--- src/sv/sbe_pkg.sv ---
// Shared types and constants for the slot buffer with evict and round-robin take.
package sbe_pkg;

  localparam int SLOTS_DEF = 8;

  localparam logic [1:0] FUNC_ADD   = 2'd0;
  localparam logic [1:0] FUNC_EVICT = 2'd1;
  localparam logic [1:0] FUNC_TAKE  = 2'd2;

  localparam logic STATUS_DONE    = 1'b0;
  localparam logic STATUS_REFUSED = 1'b1;

  typedef struct packed {
    logic [31:0] wait_time;
    logic [7:0]  source_id;
    logic [31:0] request_id;
  } entry_t;

  typedef enum logic [3:0] {
    ST_IDLE = 4'b0001,
    ST_SCAN = 4'b0010,
    ST_LAST = 4'b0100,
    ST_FIN  = 4'b1000
  } state_e;

endpackage

--- src/sv/sbe_mem.sv ---
// Slot entry memory: one port, synchronous (registered) read.
module sbe_mem #(
  parameter int SLOTS = sbe_pkg::SLOTS_DEF,
  parameter int IW    = (SLOTS > 1) ? $clog2(SLOTS) : 1
) (
  input  logic           clk_i,
  input  logic           we_i,
  input  logic [IW-1:0]  addr_i,
  input  sbe_pkg::entry_t wdata_i,
  output sbe_pkg::entry_t rdata_o
);

  sbe_pkg::entry_t mem_q [SLOTS];
  sbe_pkg::entry_t rdata_q;

  always_ff @(posedge clk_i) begin
    if (we_i) begin
      mem_q[addr_i] <= wdata_i;
    end
    rdata_q <= mem_q[addr_i];
  end

  assign rdata_o = rdata_q;

endmodule

--- src/sv/sbe_ctrl.sv ---
// Operation sequencer: slot scan, selection, occupancy and take pointer.
module sbe_ctrl #(
  parameter int SLOTS = sbe_pkg::SLOTS_DEF,
  parameter int IW    = (SLOTS > 1) ? $clog2(SLOTS) : 1
) (
  input  logic            clk_i,
  input  logic            rst_ni,
  input  logic            start_i,
  output logic            busy_o,
  input  logic [1:0]      func_i,
  input  sbe_pkg::entry_t req_i,
  output logic            mem_we_o,
  output logic [IW-1:0]   mem_addr_o,
  output sbe_pkg::entry_t mem_wdata_o,
  input  sbe_pkg::entry_t mem_rdata_i,
  output logic            done_o,
  output logic            status_o,
  output logic [2:0]      slot_o,
  output sbe_pkg::entry_t out_o,
  output logic            has_free_o,
  output logic            all_empty_o
);

  localparam int CNTW = $clog2(SLOTS + 1);
  localparam logic [IW-1:0] LAST_POS = IW'(SLOTS - 1);

  sbe_pkg::state_e state_q;
  logic [1:0]      func_q;
  sbe_pkg::entry_t req_q;
  sbe_pkg::entry_t best_q;
  logic [IW-1:0]   pos_q;
  logic [IW-1:0]   step_q;
  logic [IW-1:0]   cmp_pos_q;
  logic            cmp_vld_q;
  logic            found_q;
  logic [IW-1:0]   sel_q;
  logic            nxt_found_q;
  logic [IW-1:0]   nxt_q;
  logic [IW-1:0]   ptr_q;
  logic            occ_q [SLOTS];
  logic [CNTW-1:0] occ_cnt_q;
  logic [CNTW-1:0] occ_cnt_d;
  logic            done_q;
  logic            status_q;
  logic [2:0]      slot_q;
  sbe_pkg::entry_t out_q;
  logic            has_free_q;
  logic            all_empty_q;

  logic            cmp_occ;
  logic            sel_hit;
  logic            nxt_hit;
  logic [IW+2:0]   sel_ext;
  logic [IW-1:0]   pos_next;

  assign cmp_occ  = occ_q[cmp_pos_q];
  assign pos_next = (pos_q == LAST_POS) ? '0 : pos_q + IW'(1);
  assign sel_ext  = {3'b000, sel_q};

  always_comb begin
    sel_hit = 1'b0;
    nxt_hit = 1'b0;
    if (cmp_vld_q) begin
      case (func_q)
        sbe_pkg::FUNC_ADD: begin
          sel_hit = !cmp_occ && !found_q;
        end
        sbe_pkg::FUNC_EVICT: begin
          sel_hit = cmp_occ && (!found_q || (mem_rdata_i.wait_time >= best_q.wait_time));
        end
        sbe_pkg::FUNC_TAKE: begin
          sel_hit = cmp_occ && !found_q;
          nxt_hit = cmp_occ && found_q && !nxt_found_q;
        end
        default: begin
          sel_hit = 1'b0;
        end
      endcase
    end
  end

  always_comb begin
    occ_cnt_d = occ_cnt_q;
    if (found_q) begin
      if (func_q == sbe_pkg::FUNC_ADD) begin
        occ_cnt_d = occ_cnt_q + CNTW'(1);
      end else begin
        occ_cnt_d = occ_cnt_q - CNTW'(1);
      end
    end
  end

  // control state
  always_ff @(posedge clk_i or negedge rst_ni) begin
    if (!rst_ni) begin
      state_q     <= sbe_pkg::ST_IDLE;
      cmp_vld_q   <= 1'b0;
      found_q     <= 1'b0;
      nxt_found_q <= 1'b0;
      ptr_q       <= '0;
      occ_cnt_q   <= '0;
      done_q      <= 1'b0;
      for (int i = 0; i < SLOTS; i++) begin
        occ_q[i] <= 1'b0;
      end
    end else begin
      done_q <= (state_q == sbe_pkg::ST_FIN);
      if (sel_hit) begin
        found_q <= 1'b1;
      end
      if (nxt_hit) begin
        nxt_found_q <= 1'b1;
      end
      case (state_q)
        sbe_pkg::ST_IDLE: begin
          if (start_i) begin
            found_q     <= 1'b0;
            nxt_found_q <= 1'b0;
            state_q     <= sbe_pkg::ST_SCAN;
          end
        end
        sbe_pkg::ST_SCAN: begin
          cmp_vld_q <= 1'b1;
          if (step_q == LAST_POS) begin
            state_q <= sbe_pkg::ST_LAST;
          end
        end
        sbe_pkg::ST_LAST: begin
          cmp_vld_q <= 1'b0;
          state_q   <= sbe_pkg::ST_FIN;
        end
        sbe_pkg::ST_FIN: begin
          occ_cnt_q <= occ_cnt_d;
          if (found_q) begin
            occ_q[sel_q] <= (func_q == sbe_pkg::FUNC_ADD);
          end
          if (func_q == sbe_pkg::FUNC_TAKE && nxt_found_q) begin
            ptr_q <= nxt_q;
          end
          state_q <= sbe_pkg::ST_IDLE;
        end
        default: begin
          state_q <= sbe_pkg::ST_IDLE;
        end
      endcase
    end
  end

  // payload and scan position
  always_ff @(posedge clk_i) begin
    if (sel_hit) begin
      sel_q  <= cmp_pos_q;
      best_q <= mem_rdata_i;
    end
    if (nxt_hit) begin
      nxt_q <= cmp_pos_q;
    end
    cmp_pos_q <= pos_q;
    case (state_q)
      sbe_pkg::ST_IDLE: begin
        if (start_i) begin
          func_q <= func_i;
          req_q  <= req_i;
          step_q <= '0;
          pos_q  <= (func_i == sbe_pkg::FUNC_TAKE) ? ptr_q : '0;
        end
      end
      sbe_pkg::ST_SCAN: begin
        step_q <= step_q + IW'(1);
        pos_q  <= pos_next;
      end
      sbe_pkg::ST_FIN: begin
        status_q    <= found_q ? sbe_pkg::STATUS_DONE : sbe_pkg::STATUS_REFUSED;
        slot_q      <= found_q ? sel_ext[2:0] : 3'd0;
        out_q       <= (found_q && func_q != sbe_pkg::FUNC_ADD) ? best_q : '0;
        has_free_q  <= (occ_cnt_d != CNTW'(SLOTS));
        all_empty_q <= (occ_cnt_d == '0);
      end
      default: begin
        step_q <= step_q;
      end
    endcase
  end

  assign busy_o      = (state_q != sbe_pkg::ST_IDLE);
  assign mem_we_o    = (state_q == sbe_pkg::ST_FIN) && found_q && (func_q == sbe_pkg::FUNC_ADD);
  assign mem_addr_o  = (state_q == sbe_pkg::ST_FIN) ? sel_q : pos_q;
  assign mem_wdata_o = req_q;
  assign done_o      = done_q;
  assign status_o    = status_q;
  assign slot_o      = slot_q;
  assign out_o       = out_q;
  assign has_free_o  = has_free_q;
  assign all_empty_o = all_empty_q;

endmodule

--- src/sv/slot_buffer_evict_round_robin.sv ---
// Top level of the request slot buffer with add, evict-largest and round-robin take.
//
//   channel  | handshake             | payload
//   ---------+-----------------------+------------------------------------------------
//   request  | start_i / busy_o      | func_i, wait_time_i, source_id_i, request_id_i
//   result   | done_o (one cycle)    | status_o, slot_o, out_wait_time_o,
//            |                       | out_source_id_o, out_request_id_o,
//            |                       | has_free_o, all_empty_o
//
// Each transaction scans all slots: the sequencer reads one slot entry from the
// entry memory per cycle, then the LAST state drains the read and the FIN state
// commits; done_o strobes in the cycle after FIN. busy_o is low in the strobe
// cycle, so the next transaction is accepted at the earliest at the edge that ends
// it, and a new transaction is never taken before the last one is done. Reset
// clears occupancy, the take pointer and the sequencer; the entry memory is not
// cleared. The receiver cannot stall results.
module slot_buffer_evict_round_robin #(
  parameter int SLOTS = sbe_pkg::SLOTS_DEF
) (
  input  logic        clk_i,
  input  logic        rst_ni,
  input  logic        start_i,
  output logic        busy_o,
  input  logic [1:0]  func_i,
  input  logic [31:0] wait_time_i,
  input  logic [7:0]  source_id_i,
  input  logic [31:0] request_id_i,
  output logic        done_o,
  output logic        status_o,
  output logic [2:0]  slot_o,
  output logic [31:0] out_wait_time_o,
  output logic [7:0]  out_source_id_o,
  output logic [31:0] out_request_id_o,
  output logic        has_free_o,
  output logic        all_empty_o
);

  localparam int IW = (SLOTS > 1) ? $clog2(SLOTS) : 1;

  sbe_pkg::entry_t req;
  sbe_pkg::entry_t out_entry;
  sbe_pkg::entry_t mem_wdata;
  sbe_pkg::entry_t mem_rdata;
  logic            mem_we;
  logic [IW-1:0]   mem_addr;

  assign req.wait_time  = wait_time_i;
  assign req.source_id  = source_id_i;
  assign req.request_id = request_id_i;

  sbe_ctrl #(
    .SLOTS(SLOTS),
    .IW   (IW)
  ) u_ctrl (
    .clk_i      (clk_i),
    .rst_ni     (rst_ni),
    .start_i    (start_i),
    .busy_o     (busy_o),
    .func_i     (func_i),
    .req_i      (req),
    .mem_we_o   (mem_we),
    .mem_addr_o (mem_addr),
    .mem_wdata_o(mem_wdata),
    .mem_rdata_i(mem_rdata),
    .done_o     (done_o),
    .status_o   (status_o),
    .slot_o     (slot_o),
    .out_o      (out_entry),
    .has_free_o (has_free_o),
    .all_empty_o(all_empty_o)
  );

  sbe_mem #(
    .SLOTS(SLOTS),
    .IW   (IW)
  ) u_mem (
    .clk_i  (clk_i),
    .we_i   (mem_we),
    .addr_i (mem_addr),
    .wdata_i(mem_wdata),
    .rdata_o(mem_rdata)
  );

  assign out_wait_time_o  = out_entry.wait_time;
  assign out_source_id_o  = out_entry.source_id;
  assign out_request_id_o = out_entry.request_id;

endmodule

--- config.mk ---
export PLATFORM = sky130hd
export DESIGN_NAME = slot_buffer_evict_round_robin
export DESIGN_NICKNAME = d
export VERILOG_FILES = /design/src/sv/sbe_pkg.sv /design/src/sv/sbe_mem.sv /design/src/sv/sbe_ctrl.sv /design/src/sv/slot_buffer_evict_round_robin.sv
export SDC_FILE = /design/constraint.sdc
export NUM_CORES = 1
export LEC_CHECK = 0
export BUFFER_PORTS_ARGS = -buffer_cell sky130_fd_sc_hd__buf_4
export CORE_MARGIN = 2
export CORE_UTILIZATION = 55
export DETAILED_ROUTE_END_ITERATION = 10
export PLACE_DENSITY = 0.75
export SYNTH_ARGS = -nofsm -noshare
export SYNTH_HDL_FRONTEND = slang
export SYNTH_SLANG_ARGS = --single-unit
export TNS_END_PERCENT = 30
--- constraint.sdc ---
create_clock -name clk_i -period 8 [get_ports clk_i]
set_clock_uncertainty 0.2 [all_clocks]
set_input_delay 0.8 -clock clk_i [delete_from_list [all_inputs] [get_ports clk_i]]
set_output_delay 0.8 -clock clk_i [all_outputs]
set_load 0.01 [all_outputs]
==> flow_summary.yaml <==
timing:
  fin_hold_ws_ns: 0.134
  tns_ns: 0
  post-route-min-period_ns: 5.00
  post-route-period-util: 0.625
  slew_violations: 0
  relSlewSlack: 0.0502
  finalHoldViolCount: 0
  fmax_ghz: 0.200
  rsz0062_at_grt: "false"
  setup_viol: 0
  worstMarginPinSlew_ns: 1.42
route:
  ant_nets: 0
  first_pass_iters: 5
  wl_per_cell_um: 24.4
  vias: 17731
  wirelength_um: 70600
  first_iter_violations: 1785
  drc: 0
  via_per_inst: 6.12
power_and_ir_drop:
  combPwrFrac: 0.181
  p_leak_nw: 13.5
  power.switching_w: 0.00350
  swShare: 0.280
  power_frac_seq: 0.496
  cellPowerDensity_nw_per_um2: 324
  ir_worst_vdd_mv: 0.243
  pwr-share-clk: 0.323
  p_int_w: 0.00899
setup_path:
  crit_family: "buffers and inverters"
  cp_common_cell: "buf_4"
  max_stage_delay_ns: 0.81
  cp.arrival_ns: 5.26
  required_ns: 8.26
  crit_chain: "nor4b_4 > buf_4 > mux2i_4 > buf_12 > buf_4 > nor2_4 > a221oi_1 > o22ai_1"
  r2r-start: "u_ctrl.state_q[1]$_DFFE_PN0P_"
  cp-startpoint: "u_ctrl.state_q[1]$_DFFE_PN0P_"
  slowest_stage: "buf_4"
  rrSetupSlack_ns: 3.00
  cp_max_fo: 182
  worst-setup-path-type: "reg -> reg"
  end_kind: "flop"
  start_kind: "flop"
  crit_buf_inv: 3
yosys:
  synth_ff_type: "edfxtp_1"
  synth.distinct_cells: 60
  ys.warnings.count: 0
  syn_nets: 1992
  syn-cell-area_sq_um: 33800
  async_flop_share: 0.0253
  synthCells: 1873
  synth_top_cell_by_area: "edfxtp_1"
  ys_seq_area_frac: 0.783
  synth.top_cell.area_share: 0.721
  synth_area_per_cell_sq_um: 18.0
  synth.area.top_cells: "edfxtp_1 72%, dfxtp_1 4.4%, mux2i_1 3.8%"
  ys_ff_latch: 910
  synth_edf_count: 812
worst_hold_path:
  hold_start: "wait_time_i[1]"
  hp-class: "in -> reg"
clock_tree:
  cts_buffers: 87
  path_clk_slew_ns: 0.06
  cts_tree: "done"
  cts_resized: 0
  cts_root_buffer: "clkbuf_16"
  cts_sinks: 910
  hold_buffers: 1
  cts_setup_buffers: 0
  clock_path_buffers: 3
  htreeDepth: 3
  worst_skew_pair.late_latency_ns: 0.64
grt:
  antenna_found_initial: 3
  grtUsageTotal: 0.223
  grt.overflow.total: 0
  grt_pass1_wl_um: 106000
  grt_max_degree: 183
  grt_pass1_vias: 17961
finish:
  seqCellArea_sq_um: 26500
  final_core_util: 0.637
  drive_gt1_frac: 0.215
  final_area_sq_um: 38600
  final_cells: 2896
  multi_input_area_sq_um: 6710
  fin_nets: 2160
  fillers: 4042
  syn2layout_area_growth_pct: 14.2
  antenna_cells: 0
die:
  ios: 157
  core-area_sq_um: 60600
  die_y_um: 252
  die_x_um: 252
  dieArea_sq_um: 63500
  start_util: 0.558
  rows: 90
place:
  hpwl_um: 38800
  dp_cells: 2733
  routabilityCongestion: 0.820
  io_buffers: 156
  dpl_cell_area_sq_um: 35700
status:
  status: "finished, final reports clean"
flow_run:
  drv_cap: 0
kinds of logic (layout without fill, tap and decap cells):
| kind of cell | count (synthesis) | after routing | share of synthesized area |
|---|---|---|---|
| DFF | 910 | 910 | 0.783 |
| xor gates and xnor gates | 4 | 4 | 0.00104 |
| AOI/OAI and AO/OA | 317 | 317 | 0.0705 |
| and+or+nand+nor | 220 | 220 | 0.0339 |
| muxes | 230 | 230 | 0.0737 |
| buffers and inverters | 150 | 391 | 0.0222 |
| adders and majority gates | 42 | 42 | 0.0158 |
cells in the mapped netlist (2+ instances only):
cell	number
mux4_2	2
nand2_1	50
a31oi_1	28
inv_1	41
nor3_1	39
a221oi_1	57
and3_1	42
mux2_4	8
o221ai_1	5
nor2_1	21
o31ai_1	2
o22ai_1	38
o21ai_0	39
or4b_2	2
mux2_1	3
a21o_1	3
buf_6	12
mux2i_1	129
dfxtp_1	75
a21oi_1	38
and2_1	6
a221oi_2	21
buf_2	37
o41ai_1	2
buf_4	14
ha_1	41
nor4b_1	3
buf_1	5
or4_1	2
a22oi_1	49
dfrtp_1	22
nand2b_1	5
xnor2_1	3
mux2_2	87
edfxtp_1	812
nand4_1	6
nand3_1	36
o22a_1	27
clkbuf_1	40
layout by cell type (no fill, tap or decap), drive strengths merged, types with 6 or more instances in the layout:
cell type,netlist,final
and2,7,7
o22a,27,27
mux2,98,98
a21oi,38,38
ha,41,41
a22oi,49,49
o22ai,38,38
edfxtp,812,812
mux2i,130,130
nand2,50,50
buf,68,186
a221oi,78,78
nor2,22,22
a31oi,28,28
dfxtp,75,75
o21ai,39,39
clkinv,1,28
dfrtp,22,22
and3,42,42
nand4,6,6
inv,41,42
nor3,39,39
clkbuf,40,126
nand3,36,36
routing by layer:
metal | track usage | up-vias | part of all wire
li1 | - | 7832 | -
met1 | 0.297 | 8990 | 0.40
met2 | 0.376 | 790 | 0.50
met3 | 0.0381 | 119 | 0.080
met4 | 0.0724 | 0 | 0.022
met5 | 0 | - | 0
flip-flops by register name, indices dropped and copies added, names as in the netlist, 4 cells and up:
register / flops
u_ctrl.mem_wdata_o: 72
u_ctrl.occ_cnt_q: 4
u_mem.rdata_o: 72
u_mem.mem_q: 576
u_ctrl.out_o: 72
u_ctrl.occ_q: 8
u_ctrl.best_q: 72
u_ctrl.state_q: 4
power by group through the flow:
stage / clock (W) / combinational, W / sequential (W)
floorplan: 0 / 0.00166 / 0.00609
global placement: 0 / 0.00216 / 0.00627
detailed placement: 0 / 0.00223 / 0.00629
CTS: 0.00410 / 0.00226 / 0.00619
global route: 0.00428 / 0.00244 / 0.00623
finish: 0.00403 / 0.00227 / 0.00619
worst reg2reg max path: cells and delay by family, from the launching register on:
kind / cells / cell delay, ns
compound gates: 2 / 0.72
buf+inv: 3 / 2.38
flops: 1 / 0.43
mux: 1 / 0.35
simple gates: 2 / 0.74
cell type report:
class | count | area share
clock inverters | 36 | 0.00872
repair buffers | 187 | 0.0368
multi-input cells | 813 | 0.174
clock buffers | 126 | 0.0655
well taps | 782 | 0.0253
inverters | 42 | 0.00415
flip-flops and latches | 910 | 0.686
per-stage QoR:
stage	setup slack, ns	total power, W
6_report	3.00	0.0125
5_1_grt	2.55	0.0130
4_1_cts	2.80	0.0126
3_5_place_dp	2.83	0.00852
3_3_place_gp	2.91	0.00843
2_1_floorplan	0.270	0.00775
final timing paths:
kind / to / cells past startpoint
max: u_mem.rdata_o[61]$_DFF_P_ / 8
min: u_ctrl.mem_wdata_o[41]$_DFFE_PP_ / 1
max reg2reg: u_mem.rdata_o[61]$_DFF_P_ / 8
min reg2reg: u_ctrl.best_q[11]$_DFFE_PP_ / 0
max in group asynchronous: u_ctrl.state_q[0]$_DFFE_PN1P_ / 2
min in group asynchronous: u_ctrl.done_o$_DFF_PN0_ / 2
Note: power is estimated with default switching activity, not from simulation.
